### config.mk
export PLATFORM = sky130hd
export DESIGN_NAME = sliding_window_statistics_core
export DESIGN_NICKNAME = d
export VERILOG_FILES = /design/src/swstat_pkg.sv /design/src/swstat_div.sv /design/src/swstat_dp.sv /design/src/swstat_ctrl.sv /design/src/sliding_window_statistics_core.sv
export VERILOG_INCLUDE_DIRS = /design/src /design/src/src
export SDC_FILE = /design/constraint.sdc
export NUM_CORES = 2
export LEC_CHECK = 0
export ABC_AREA = 1
export BUFFER_PORTS_ARGS = -buffer_cell sky130_fd_sc_hd__buf_2
export CAP_MARGIN = 20
export CORE_ASPECT_RATIO = 0.9
export CORE_MARGIN = 10
export CORE_UTILIZATION = 45
export DETAILED_ROUTE_END_ITERATION = 7
export PLACE_DENSITY = 0.62
export SLEW_MARGIN = 20
export SYNTH_ARGS = -nofsm -noshare
export SYNTH_HDL_FRONTEND = slang
export SYNTH_HIERARCHICAL = 1
export SYNTH_SLANG_ARGS = --single-unit
export TNS_END_PERCENT = 10
### constraint.sdc
create_clock -name clk -period 17 [get_ports clk]
set_input_delay 0.85 -clock clk [delete_from_list [all_inputs] [get_ports clk]]
set_output_delay 0.85 -clock clk [all_outputs]
set_load 0.1 [all_outputs]
### src/sliding_window_statistics_core_macros.svh
// ----------------------------------------------------------------------------
// Sliding window statistics: assertion macros
// Concurrent check helpers that compile away in synthesis builds.
// ----------------------------------------------------------------------------
`ifndef SLIDING_WINDOW_STATISTICS_CORE_MACROS_SVH
`define SLIDING_WINDOW_STATISTICS_CORE_MACROS_SVH

`ifndef SYNTH
// Same-cycle implication, checked on every rising edge out of reset.
`define SWS_ASSERT_IMPL(lbl, ante, cons) \
	lbl: assert property (@(posedge clk) disable iff (!arst_n) (ante) |-> (cons)) \
		else $error("sliding window statistics check failed");
// Next-cycle implication, checked on every rising edge out of reset.
`define SWS_ASSERT_NEXT(lbl, ante, cons) \
	lbl: assert property (@(posedge clk) disable iff (!arst_n) (ante) |=> (cons)) \
		else $error("sliding window statistics check failed");
`else
`define SWS_ASSERT_IMPL(lbl, ante, cons)
`define SWS_ASSERT_NEXT(lbl, ante, cons)
`endif

`endif

### src/swstat_pkg.sv
// ----------------------------------------------------------------------------
// Sliding window statistics package
// Widths, codes, controller states and the command and status bundles.
// ----------------------------------------------------------------------------
package swstat_pkg;

	// Store geometry and field widths.
	localparam int DEPTH   = 64;
	localparam int ADDR_W  = 6;
	localparam int CNT_W   = 7;
	localparam int SMP_W   = 16;
	localparam int SUM_W   = 22;
	localparam int SQ_W    = 32;
	localparam int SUMSQ_W = 37;
	localparam int NUM_W   = 44;
	localparam int NSQ_W   = 13;
	localparam int VAR_W   = 31;
	localparam int DIV_CNT_W = 6;

	// Action codes carried with each input word.
	localparam logic [2:0] MODE_ADD   = 3'd0;
	localparam logic [2:0] MODE_TRIM  = 3'd1;
	localparam logic [2:0] MODE_CLEAR = 3'd2;
	localparam logic [2:0] MODE_WRITE = 3'd3;
	localparam logic [2:0] MODE_READ  = 3'd4;

	// Status codes returned with each result word.
	localparam logic [1:0] STATUS_OK      = 2'd0;
	localparam logic [1:0] STATUS_BAD_IDX = 2'd1;
	localparam logic [1:0] STATUS_BAD_KEEP = 2'd2;

	// Register index of the window length.
	localparam logic REG_WINDOW_LENGTH = 1'b0;

	typedef enum logic [3:0] {
		ST_IDLE,
		ST_EXEC,
		ST_SCAN,
		ST_DRAIN1,
		ST_DRAIN2,
		ST_PREP,
		ST_MEAN_GO,
		ST_MEAN_WAIT,
		ST_VAR_GO,
		ST_VAR_WAIT,
		ST_DONE
	} state_t;

	// Commands from the controller to the datapath.
	typedef struct packed {
		logic load;
		logic exec;
		logic scan;
		logic prep;
		logic div_start;
		logic div_var;
		logic cap_mean;
		logic cap_var;
	} cmd_t;

	// Status from the datapath to the controller.
	typedef struct packed {
		logic scan_last;
		logic empty;
		logic div_done;
	} stat_t;

	// One result word.
	typedef struct packed {
		logic [1:0]               status;
		logic [CNT_W-1:0]         count;
		logic                     full_res;
		logic signed [SMP_W-1:0]  read_value;
		logic signed [SUM_W-1:0]  window_sum;
		logic signed [SMP_W-1:0]  window_min;
		logic signed [SMP_W-1:0]  window_max;
		logic signed [SMP_W-1:0]  window_mean;
		logic [VAR_W-1:0]         window_variance;
	} res_t;

endpackage

### src/swstat_div.sv
// ----------------------------------------------------------------------------
// Sliding window statistics divider
// Restoring unsigned divider, one quotient bit per cycle.
// ----------------------------------------------------------------------------
module swstat_div (
	input  logic                           clk,
	input  logic                           arst_n,
	input  logic                           start,
	input  logic [swstat_pkg::NUM_W-1:0]   dividend,
	input  logic [swstat_pkg::NSQ_W-1:0]   divisor,
	output logic                           done,
	output logic [swstat_pkg::NUM_W-1:0]   quotient
);

	logic                              busy_q;
	logic                              done_q;
	logic [swstat_pkg::DIV_CNT_W-1:0]  step_q;
	logic [swstat_pkg::NSQ_W:0]        rem_q;
	logic [swstat_pkg::NUM_W-1:0]      quo_q;
	logic [swstat_pkg::NSQ_W-1:0]      dsr_q;
	logic [swstat_pkg::NSQ_W:0]        trial;
	logic                              fits;

	// Shift in the next dividend bit and try a subtraction.
	always_comb begin
		trial = {rem_q[swstat_pkg::NSQ_W-1:0], quo_q[swstat_pkg::NUM_W-1]};
		fits  = trial >= {1'b0, dsr_q};
	end

	// Sequencing of the steps.
	always_ff @(posedge clk or negedge arst_n) begin
		if (!arst_n) begin
			busy_q <= 1'b0;
			done_q <= 1'b0;
			step_q <= '0;
		end else begin
			done_q <= 1'b0;
			if (start) begin
				busy_q <= 1'b1;
				step_q <= '0;
			end else if (busy_q) begin
				step_q <= step_q + 1'b1;
				if (step_q == swstat_pkg::DIV_CNT_W'(swstat_pkg::NUM_W - 1)) begin
					busy_q <= 1'b0;
					done_q <= 1'b1;
				end
			end
		end
	end

	// Remainder and quotient registers.
	always_ff @(posedge clk) begin
		if (start) begin
			rem_q <= '0;
			quo_q <= dividend;
			dsr_q <= divisor;
		end else if (busy_q) begin
			rem_q <= fits ? (trial - {1'b0, dsr_q}) : trial;
			quo_q <= {quo_q[swstat_pkg::NUM_W-2:0], fits};
		end
	end

	assign done     = done_q;
	assign quotient = quo_q;

endmodule

### src/swstat_dp.sv
// ----------------------------------------------------------------------------
// Sliding window statistics datapath
// Sample store, window bookkeeping, scan accumulators and the final divides.
// ----------------------------------------------------------------------------
module swstat_dp (
	input  logic                                 clk,
	input  logic                                 arst_n,
	input  swstat_pkg::cmd_t                     cmd,
	input  logic                                 cfg_we,
	input  logic [swstat_pkg::CNT_W-1:0]         cfg_wdata,
	input  logic [2:0]                           mode,
	input  logic signed [swstat_pkg::SMP_W-1:0]  sample,
	input  logic [swstat_pkg::ADDR_W-1:0]        keep_count,
	input  logic [swstat_pkg::ADDR_W-1:0]        index,
	output swstat_pkg::stat_t                    stat,
	output swstat_pkg::res_t                     res,
	output logic [swstat_pkg::CNT_W-1:0]         window_length
);

	// Stored item.
	logic [2:0]                           mode_q;
	logic signed [swstat_pkg::SMP_W-1:0]  smp_q;
	logic [swstat_pkg::ADDR_W-1:0]        keep_q;
	logic [swstat_pkg::ADDR_W-1:0]        idx_q;

	// Window state.
	logic [swstat_pkg::CNT_W-1:0]   wlen_q;
	logic [swstat_pkg::ADDR_W-1:0]  ptr_q;
	logic [swstat_pkg::CNT_W-1:0]   cnt_q;
	logic [1:0]                     status_q;

	// Store.
	logic signed [swstat_pkg::SMP_W-1:0]  mem [swstat_pkg::DEPTH];
	logic signed [swstat_pkg::SMP_W-1:0]  rdata_q;
	logic                                 mem_we;
	logic [swstat_pkg::ADDR_W-1:0]        mem_waddr;
	logic                                 mem_re;
	logic [swstat_pkg::ADDR_W-1:0]        mem_raddr;

	// Scan and accumulators.
	logic [swstat_pkg::CNT_W-1:0]           scan_i_q;
	logic                                   issue;
	logic                                   v1_s1;
	logic                                   v2_s2;
	logic [swstat_pkg::SQ_W-1:0]            sq_s2;
	logic                                   first_q;
	logic                                   rd_pend_q;
	logic signed [swstat_pkg::SUM_W-1:0]    sum_q;
	logic [swstat_pkg::SUMSQ_W-1:0]         sumsq_q;
	logic signed [swstat_pkg::SMP_W-1:0]    mn_q;
	logic signed [swstat_pkg::SMP_W-1:0]    mx_q;
	logic signed [swstat_pkg::SMP_W-1:0]    rdv_q;
	logic signed [swstat_pkg::SMP_W-1:0]    mean_q;
	logic [swstat_pkg::VAR_W-1:0]           var_q;

	// Final arithmetic.
	logic [swstat_pkg::NUM_W-1:0]   prod_a_q;
	logic [swstat_pkg::NUM_W-1:0]   prod_b_q;
	logic [swstat_pkg::NSQ_W-1:0]   nn_q;
	logic [swstat_pkg::NUM_W-1:0]   div_dividend;
	logic [swstat_pkg::NSQ_W-1:0]   div_divisor;
	logic                           div_done;
	logic [swstat_pkg::NUM_W-1:0]   div_quo;
	logic [swstat_pkg::SUM_W-1:0]   sum_mag;

	// Action decode.
	logic [swstat_pkg::CNT_W-1:0]   len;
	logic                           drop;
	logic [swstat_pkg::ADDR_W-1:0]  add_ptr;
	logic [swstat_pkg::CNT_W-1:0]   add_cnt;
	logic [swstat_pkg::ADDR_W-1:0]  idx_slot;
	logic                           idx_ok;
	logic                           keep_bad;
	logic [swstat_pkg::CNT_W-1:0]   trim_drop;

	// Effective window length: zero acts as one, above the depth as the depth.
	always_comb begin
		if (wlen_q == '0) begin
			len = swstat_pkg::CNT_W'(1);
		end else if (wlen_q > swstat_pkg::CNT_W'(swstat_pkg::DEPTH)) begin
			len = swstat_pkg::CNT_W'(swstat_pkg::DEPTH);
		end else begin
			len = wlen_q;
		end
	end

	// Pointer and count arithmetic for each action.
	always_comb begin
		drop      = cnt_q >= len;
		add_ptr   = drop ? ptr_q + 1'b1 : ptr_q;
		add_cnt   = drop ? len - 1'b1 : cnt_q;
		idx_slot  = ptr_q + idx_q;
		idx_ok    = {1'b0, idx_q} < cnt_q;
		keep_bad  = {1'b0, keep_q} >= len;
		trim_drop = cnt_q - {1'b0, keep_q};
		issue     = cmd.scan && (scan_i_q < cnt_q);
	end

	// Store port selection.
	always_comb begin
		mem_we    = 1'b0;
		mem_waddr = idx_slot;
		mem_re    = 1'b0;
		mem_raddr = ptr_q + scan_i_q[swstat_pkg::ADDR_W-1:0];
		if (cmd.exec) begin
			unique case (mode_q)
				swstat_pkg::MODE_ADD: begin
					mem_we    = 1'b1;
					mem_waddr = add_ptr + add_cnt[swstat_pkg::ADDR_W-1:0];
				end
				swstat_pkg::MODE_WRITE: begin
					mem_we = idx_ok;
				end
				swstat_pkg::MODE_READ: begin
					mem_re    = idx_ok;
					mem_raddr = idx_slot;
				end
				default: begin
				end
			endcase
		end else if (issue) begin
			mem_re = 1'b1;
		end
	end

	// Sample store with registered read.
	always_ff @(posedge clk) begin
		if (mem_we) begin
			mem[mem_waddr] <= smp_q;
		end
		if (mem_re) begin
			rdata_q <= mem[mem_raddr];
		end
	end

	// Item capture.
	always_ff @(posedge clk) begin
		if (cmd.load) begin
			mode_q <= mode;
			smp_q  <= sample;
			keep_q <= keep_count;
			idx_q  <= index;
		end
	end

	// Window length, pointer and count.
	always_ff @(posedge clk or negedge arst_n) begin
		if (!arst_n) begin
			wlen_q   <= swstat_pkg::CNT_W'(swstat_pkg::DEPTH);
			ptr_q    <= '0;
			cnt_q    <= '0;
			status_q <= swstat_pkg::STATUS_OK;
		end else if (cfg_we) begin
			wlen_q <= cfg_wdata;
			ptr_q  <= '0;
			cnt_q  <= '0;
		end else if (cmd.exec) begin
			status_q <= swstat_pkg::STATUS_OK;
			unique case (mode_q)
				swstat_pkg::MODE_ADD: begin
					ptr_q <= add_ptr;
					cnt_q <= add_cnt + 1'b1;
				end
				swstat_pkg::MODE_TRIM: begin
					if (keep_bad) begin
						status_q <= swstat_pkg::STATUS_BAD_KEEP;
					end else if (cnt_q > {1'b0, keep_q}) begin
						ptr_q <= ptr_q + trim_drop[swstat_pkg::ADDR_W-1:0];
						cnt_q <= {1'b0, keep_q};
					end
				end
				swstat_pkg::MODE_CLEAR: begin
					ptr_q <= '0;
					cnt_q <= '0;
				end
				swstat_pkg::MODE_WRITE, swstat_pkg::MODE_READ: begin
					if (!idx_ok) begin
						status_q <= swstat_pkg::STATUS_BAD_IDX;
					end
				end
				default: begin
				end
			endcase
		end
	end

	// Scan index and pipeline valids.
	always_ff @(posedge clk or negedge arst_n) begin
		if (!arst_n) begin
			scan_i_q  <= '0;
			v1_s1     <= 1'b0;
			v2_s2     <= 1'b0;
			rd_pend_q <= 1'b0;
			first_q   <= 1'b0;
		end else begin
			v1_s1     <= issue;
			v2_s2     <= v1_s1;
			rd_pend_q <= cmd.exec && (mode_q == swstat_pkg::MODE_READ) && idx_ok;
			if (cmd.exec) begin
				scan_i_q <= '0;
				first_q  <= 1'b1;
			end else begin
				if (cmd.scan) begin
					scan_i_q <= scan_i_q + 1'b1;
				end
				if (v1_s1) begin
					first_q <= 1'b0;
				end
			end
		end
	end

	// Accumulators, squares and the final results.
	always_ff @(posedge clk) begin
		if (cmd.exec) begin
			sum_q   <= '0;
			sumsq_q <= '0;
			mn_q    <= '0;
			mx_q    <= '0;
			rdv_q   <= '0;
			mean_q  <= '0;
			var_q   <= '0;
		end else begin
			if (rd_pend_q) begin
				rdv_q <= rdata_q;
			end
			if (v1_s1) begin
				sum_q <= sum_q + swstat_pkg::SUM_W'(rdata_q);
				if (first_q || rdata_q < mn_q) begin
					mn_q <= rdata_q;
				end
				if (first_q || rdata_q > mx_q) begin
					mx_q <= rdata_q;
				end
			end
			if (v2_s2) begin
				sumsq_q <= sumsq_q + swstat_pkg::SUMSQ_W'(sq_s2);
			end
			if (cmd.cap_mean) begin
				mean_q <= sum_q[swstat_pkg::SUM_W-1] ?
					-div_quo[swstat_pkg::SMP_W-1:0] : div_quo[swstat_pkg::SMP_W-1:0];
			end
			if (cmd.cap_var) begin
				var_q <= div_quo[swstat_pkg::VAR_W-1:0];
			end
		end
		sq_s2 <= swstat_pkg::SQ_W'(rdata_q * rdata_q);
		if (cmd.prep) begin
			prod_a_q <= swstat_pkg::NUM_W'(cnt_q) * swstat_pkg::NUM_W'(sumsq_q);
			prod_b_q <= swstat_pkg::NUM_W'(sum_q * sum_q);
			nn_q     <= swstat_pkg::NSQ_W'(cnt_q * cnt_q);
		end
	end

	// Divider operands: the mean works on the magnitude of the sum.
	always_comb begin
		sum_mag = sum_q[swstat_pkg::SUM_W-1] ? -sum_q : sum_q;
		if (cmd.div_var) begin
			div_dividend = prod_a_q - prod_b_q;
			div_divisor  = nn_q;
		end else begin
			div_dividend = swstat_pkg::NUM_W'(sum_mag);
			div_divisor  = swstat_pkg::NSQ_W'(cnt_q);
		end
	end

	swstat_div u_div (
		.clk      (clk),
		.arst_n   (arst_n),
		.start    (cmd.div_start),
		.dividend (div_dividend),
		.divisor  (div_divisor),
		.done     (div_done),
		.quotient (div_quo)
	);

	// Status toward the controller.
	always_comb begin
		stat.scan_last = (scan_i_q + 1'b1) >= cnt_q;
		stat.empty     = cnt_q == '0;
		stat.div_done  = div_done;
	end

	// Result word.
	always_comb begin
		res.status          = status_q;
		res.count           = cnt_q;
		res.full_res        = cnt_q == len;
		res.read_value      = rdv_q;
		res.window_sum      = sum_q;
		res.window_min      = mn_q;
		res.window_max      = mx_q;
		res.window_mean     = mean_q;
		res.window_variance = var_q;
	end

	assign window_length = wlen_q;

endmodule

### src/swstat_ctrl.sv
// ----------------------------------------------------------------------------
// Sliding window statistics controller
// Sequences action, scan, products and, for a non-empty window, the two divides for each word.
// ----------------------------------------------------------------------------
module swstat_ctrl (
	input  logic               clk,
	input  logic               arst_n,
	input  logic               in_valid,
	input  logic               out_free,
	input  swstat_pkg::stat_t  stat,
	output logic               in_ready,
	output logic               out_load,
	output swstat_pkg::cmd_t   cmd
);

	swstat_pkg::state_t state_q;
	swstat_pkg::state_t state_d;

	always_ff @(posedge clk or negedge arst_n) begin
		if (!arst_n) begin
			state_q <= swstat_pkg::ST_IDLE;
		end else begin
			state_q <= state_d;
		end
	end

	// Next state.
	always_comb begin
		state_d = state_q;
		unique case (state_q)
			swstat_pkg::ST_IDLE:      if (in_valid) state_d = swstat_pkg::ST_EXEC;
			swstat_pkg::ST_EXEC:      state_d = swstat_pkg::ST_SCAN;
			swstat_pkg::ST_SCAN:      if (stat.scan_last) state_d = swstat_pkg::ST_DRAIN1;
			swstat_pkg::ST_DRAIN1:    state_d = swstat_pkg::ST_DRAIN2;
			swstat_pkg::ST_DRAIN2:    state_d = swstat_pkg::ST_PREP;
			swstat_pkg::ST_PREP: begin
				state_d = stat.empty ? swstat_pkg::ST_DONE : swstat_pkg::ST_MEAN_GO;
			end
			swstat_pkg::ST_MEAN_GO:   state_d = swstat_pkg::ST_MEAN_WAIT;
			swstat_pkg::ST_MEAN_WAIT: if (stat.div_done) state_d = swstat_pkg::ST_VAR_GO;
			swstat_pkg::ST_VAR_GO:    state_d = swstat_pkg::ST_VAR_WAIT;
			swstat_pkg::ST_VAR_WAIT:  if (stat.div_done) state_d = swstat_pkg::ST_DONE;
			swstat_pkg::ST_DONE:      if (out_free) state_d = swstat_pkg::ST_IDLE;
			default:                  state_d = swstat_pkg::ST_IDLE;
		endcase
	end

	// Outputs.
	always_comb begin
		in_ready      = state_q == swstat_pkg::ST_IDLE;
		out_load      = (state_q == swstat_pkg::ST_DONE) && out_free;
		cmd.load      = in_ready && in_valid;
		cmd.exec      = state_q == swstat_pkg::ST_EXEC;
		cmd.scan      = state_q == swstat_pkg::ST_SCAN;
		cmd.prep      = state_q == swstat_pkg::ST_PREP;
		cmd.div_start = (state_q == swstat_pkg::ST_MEAN_GO) ||
		                (state_q == swstat_pkg::ST_VAR_GO);
		cmd.div_var   = state_q == swstat_pkg::ST_VAR_GO;
		cmd.cap_mean  = (state_q == swstat_pkg::ST_MEAN_WAIT) && stat.div_done;
		cmd.cap_var   = (state_q == swstat_pkg::ST_VAR_WAIT) && stat.div_done;
	end

endmodule

### src/sliding_window_statistics_core.sv
// ----------------------------------------------------------------------------
// Sliding window statistics core
// Windowed sum, min, max, mean and variance over signed Q8.8 samples.
// ----------------------------------------------------------------------------
// Usage:
// Input words arrive on the s_ stream; s_tuser carries the action (add, trim,
// clear, write at index, read at index) and s_tdata the operands. Each input
// word produces exactly one result word on the m_ stream, with the status in
// m_tuser and the count, full flag, read value and statistics in m_tdata.
// One word is processed at a time. After acceptance a word passes through the
// EXEC action state; a scan that reads one stored sample per cycle through the
// single read port; the DRAIN1 and DRAIN2 pipeline states; the PREP product
// state; two 44-step divides for the mean and variance, which an empty window
// skips; and the DONE output state, which waits while the output register is full.
// The window length register sits at APB byte address 0; writing it empties
// the window. After reset the window is empty and the length is 64.
// The finished result sits in an output register; s_tready returns as soon
// as the result is loaded there, and a later result waits while m_tready is
// low.
// ----------------------------------------------------------------------------
`include "sliding_window_statistics_core_macros.svh"

module sliding_window_statistics_core (
	input  logic         clk,
	input  logic         arst_n,
	// Configuration port.
	input  logic         psel,
	input  logic         penable,
	input  logic         pwrite,
	input  logic [2:0]   paddr,
	input  logic [31:0]  pwdata,
	output logic [31:0]  prdata,
	output logic         pready,
	// Input stream.
	input  logic         s_tvalid,
	output logic         s_tready,
	input  logic [31:0]  s_tdata,   // sample[15:0], keep_count[21:16], index[27:22]
	input  logic [2:0]   s_tuser,   // mode[2:0]
	// Result stream.
	output logic         m_tvalid,
	input  logic         m_tready,
	// count[6:0], full_res[7], read_value[23:8], window_sum[45:24],
	// window_min[61:46], window_max[77:62], window_mean[93:78],
	// window_variance[124:94]
	output logic [127:0] m_tdata,
	output logic [1:0]   m_tuser    // status[1:0]
);

	swstat_pkg::cmd_t   cmd;
	swstat_pkg::stat_t  stat;
	swstat_pkg::res_t   res;
	swstat_pkg::res_t   res_q;
	logic               m_tvalid_q;
	logic               out_free;
	logic               out_load;
	logic               cfg_we;
	logic [swstat_pkg::CNT_W-1:0] wlen;

	// Register decode.
	assign pready = 1'b1;
	assign cfg_we = psel && penable && pwrite && (paddr[2] == swstat_pkg::REG_WINDOW_LENGTH);
	assign prdata = (paddr[2] == swstat_pkg::REG_WINDOW_LENGTH) ? 32'(wlen) : '0;

	assign out_free = !m_tvalid_q || m_tready;

	swstat_ctrl u_ctrl (
		.clk      (clk),
		.arst_n   (arst_n),
		.in_valid (s_tvalid),
		.out_free (out_free),
		.stat     (stat),
		.in_ready (s_tready),
		.out_load (out_load),
		.cmd      (cmd)
	);

	swstat_dp u_dp (
		.clk           (clk),
		.arst_n        (arst_n),
		.cmd           (cmd),
		.cfg_we        (cfg_we),
		.cfg_wdata     (pwdata[swstat_pkg::CNT_W-1:0]),
		.mode          (s_tuser),
		.sample        (s_tdata[15:0]),
		.keep_count    (s_tdata[21:16]),
		.index         (s_tdata[27:22]),
		.stat          (stat),
		.res           (res),
		.window_length (wlen)
	);

	// Output register.
	always_ff @(posedge clk or negedge arst_n) begin
		if (!arst_n) begin
			m_tvalid_q <= 1'b0;
		end else if (out_load) begin
			m_tvalid_q <= 1'b1;
		end else if (m_tready) begin
			m_tvalid_q <= 1'b0;
		end
	end

	always_ff @(posedge clk) begin
		if (out_load) begin
			res_q <= res;
		end
	end

	// Result packing.
	assign m_tvalid = m_tvalid_q;
	assign m_tuser  = res_q.status;
	assign m_tdata  = {3'b000, res_q.window_variance, res_q.window_mean, res_q.window_max,
	                   res_q.window_min, res_q.window_sum, res_q.read_value,
	                   res_q.full_res, res_q.count};

	// An accepted word keeps the input closed for at least the next cycle.
	`SWS_ASSERT_NEXT(a_busy_after_accept, s_tvalid && s_tready, !s_tready)
	// A full window is never empty.
	`SWS_ASSERT_IMPL(a_full_not_empty, m_tvalid && res_q.full_res, res_q.count != '0)
	// The mean lies between the extremes.
	`SWS_ASSERT_IMPL(a_mean_in_range, m_tvalid,
		(res_q.window_mean >= res_q.window_min) && (res_q.window_mean <= res_q.window_max))

endmodule
==> flow_metrics.py <==
metrics = {
    "clock_tree": {
        "cts_max_path_buffers": 4,
        "cts.sinks": 1598,
        "cts_hold_buf": 0,
        "cts_tree": "done",
        "clkSlewWorstSetupHoldPaths_ns": 0.06,
        "htreeDepth": 4,
        "cts_buffers": 177,
        "insertion_delay_ns": 0.87,
        "cts_resized": 0,
        "root_buffer": "clkbuf_16",
        "post-cts-setup-buffers": 0,
    },
    "final_layout": {
        "regArea_mm2": 0.04579,
        "fill_cells": 22170,
        "area_growth_pct": 8.785,
        "final_common_cell": "nand2_1",
        "multi_input_area_mm2": 0.05247,
        "final_cell_mix": "nand2_1 (2606), inv_1 (2359), edfxtp_1 (1354)",
        "fin_nets": 13320,
        "drive_above_1_share_pct": 5.850,
    },
    "synth": {
        "post_synth_num_cell_types": 58,
        "synth-seq-cells": 1598,
        "async_reset_ff_share_pct": 2.879,
        "synth.avg_cell_area_um2": 9.299,
        "synth_top_area_share_pct": 37.19,
        "ys_seq_area_share_pct": 41.87,
        "synthSimpleGateAreaFrac_pct": 16.03,
        "muxShareOfSynthArea_pct": 0,
        "ys_warn_count": 6,
        "netlist_area_mm2": 0.1093,
        "synth-edff-count": 1354,
        "yosys.area.top_type": "edfxtp_1",
        "synth_top_family_by_area": "adder cells",
        "synth_compound_area_share_pct": 7.542,
        "synth-xor-area-share_pct": 1.843,
        "synth_area_leaders": "edfxtp_1 (37%), fa_1 (16%), nand2_1 (9.0%)",
        "postSynthCellCount": 11760,
        "ys.flop_type": "edfxtp_1",
        "synth-adder-area-share_pct": 22.38,
    },
    "timing": {
        "finalSetupViolCount": 0,
        "max_freq_mhz": 129.7,
        "slew_headroom_pct": 28.27,
        "setup-tns-final_ns": 0,
        "period_needed_ns": 7.711,
        "worst_pin_slew_ns": 1.075,
        "skew_ns": 0.06095,
        "rsz0062_at_grt": "no",
        "fin_crit_sh_pct": 45.36,
        "slew_violations": 0,
        "finalHoldViolCount": 0,
    },
    "worst_setup_path": {
        "critPathKind": "flop to flop",
        "cp-end-kind": "flop",
        "cp.arrival_ns": 8.31,
        "start_kind": "flop",
        "crit_required_ns": 17.60,
        "cp_max_fo": 20,
        "setup.worst_path.start": "u_dp/sum_q[2]",
        "r2r_start": "u_dp/sum_q[2]",
    },
    "floorplanning": {
        "die_w_um": 539.6,
        "die_y_um": 487.6,
        "die_area_mm2": 0.2631,
        "core_mm2": 0.2416,
        "pin_count": 242,
        "row_count": 171,
        "start_util_pct": 45.26,
    },
    "route": {
        "num_vias": 80000,
        "ant_nets": 0,
        "wire_per_inst_um": 20.28,
        "wirelength_um": 307300,
        "viasPerCell": 5.280,
        "drc": 0,
        "drt-pass1-iter-count": 6,
        "drt_iter0_drc": 6827,
    },
    "run": {
        "cap_violations": 0,
    },
    "placed_design": {
        "port_buffers": 181,
        "gp_congestion": 0.9599,
        "hpwl_um": 216400,
    },
    "grt": {
        "grt_usage_pct": 22.95,
        "grt_pass1_vias": 80390,
        "gr-total-overflow": 0,
        "grt_pass1_wl_um": 474700,
        "grt_max_degree": 195,
        "antenna_found_initial": 8,
    },
    "min_path": {
        "hp-start": "s_tdata[0]",
        "hold_path_class": "input pin to flop",
    },
    "status": {
        "outcome": "completed",
    },
}
[through the flow]
| step | instances | instance area, um2 | worst slack, ns | utilization (%) | hold WS, ns |
|---|---|---|---|---|---|
| after global routing | 15150 | 118900 | 8.966 | 49.23 | 0.1032 |
| final | 15150 | 118900 | 9.289 | 49.23 | 0.1540 |
| after CTS | 15150 | 118900 | 9.315 | 49.23 | 0.08505 |
| after global placement | 14840 | 113400 | 9.382 | 46.96 | 0.4104 |
| after detailed placement | 14840 | 113400 | 9.349 | 46.96 | 0.4115 |
| after floorplan | 11780 | 109400 | 6.600 | - | 0.3519 |
[synthesized netlist by cell type (198+ instances only)]
| library cell | n |
|---|---|
| o21ai_0 | 417 |
| a21oi_1 | 401 |
| edfxtp_1 | 1354 |
| dfxtp_1 | 198 |
| nand2_1 | 2607 |
| fa_1 | 897 |
| clkbuf_1 | 207 |
| ha_1 | 520 |
| nand3_1 | 755 |
| o211ai_1 | 354 |
| nor2_1 | 685 |
| inv_1 | 2363 |
[cells by family (layout without fill, tap and decap cells)]
logic type      count (synthesis)  count (layout)
buf+inv                      2873            3037
xor+xnor                      230             230
flops                        1598            1598
compound gates               1375            1375
other cells                     3              32
simple gates                 4261            4261
fa+ha+maj                    1417            1417
[final timing paths]
check	endpoint	slack, ns	depth (start not counted)
hold / removal	u_dp/smp_q[0]	0.15	1
setup reg to reg	u_dp/prod_b_q[43]	9.29	24
setup / recovery	u_dp/prod_b_q[43]	9.29	24
min in group asynchronous	u_dp/u_div/step_q[3]	0.19	2
hold reg to reg	m_tdata[119]	0.43	0
max in group asynchronous	u_dp/cnt_q[5]	16.14	2
[state kept, by name (all words and copies together) (netlist names), 12 cells and up]
| register | flops |
|---|---|
| u_dp/sum_q | 22 |
| u_dp/u_div/quotient | 44 |
| u_dp/sumsq_q | 37 |
| u_dp/rdv_q | 16 |
| u_dp/mean_q | 16 |
| m_tdata | 125 |
| u_dp/var_q | 31 |
| u_dp/sq_s2 | 31 |
| u_dp/rdata_q | 16 |
| u_dp/mem | 1024 |
| u_dp/u_div/rem_q | 13 |
| u_dp/nn_q | 12 |
| u_dp/smp_q | 16 |
| u_dp/prod_b_q | 43 |
| u_dp/u_div/dsr_q | 13 |
| u_dp/mx_q | 16 |
| u_dp/mn_q | 16 |
| u_dp/prod_a_q | 44 |
[routing by layer]
| layer | vias up | track usage (%) | share of wire [%] |
|---|---|---|---|
| met5 | - | 0 | 0.0088 |
| met4 | 4 | 6.931 | 3.3 |
| met3 | 544 | 3.709 | 7.2 |
| met2 | 2769 | 37.74 | 46 |
| met1 | 39020 | 31.36 | 43 |
| li1 | 37670 | - | - |
[cell type report]
| cell class | count | share of cell area, % |
|---|---|---|
| clock buffers | 219 | 3.944 |
| flip-flops and latches | 1598 | 38.50 |
| repair buffers | 354 | 1.896 |
| clock inverters | 87 | 0.6554 |
| multi-input cells | 7313 | 44.12 |
| well taps | 3200 | 3.367 |
| inverters | 2377 | 7.514 |
| diodes | 2 | 0.004208 |
[worst max-delay path, cell delays in order, from the launching register on]
cell and delay (ns):
dfxtp_1 0.66, buf_4 0.41, nand2_1 0.09, inv_1 0.14, fa_1 0.48, fa_1 0.58
fa_1 0.90, inv_1 0.22, fa_1 0.52, inv_1 0.05, fa_1 0.50, fa_1 0.50
inv_1 0.05, fa_1 0.47, inv_1 0.04, ha_1 0.37, nand2_1 0.13, nor2_1 0.12
inv_1 0.09, nor2_1 0.15, inv_1 0.07, nor3_1 0.21, nand4_1 0.14, nand3_1 0.21
xor2_1 0.34
Power is left out: the tool's default activity adds up to more than one toggle a clock period on the data nets, which glitch-free logic cannot reach.
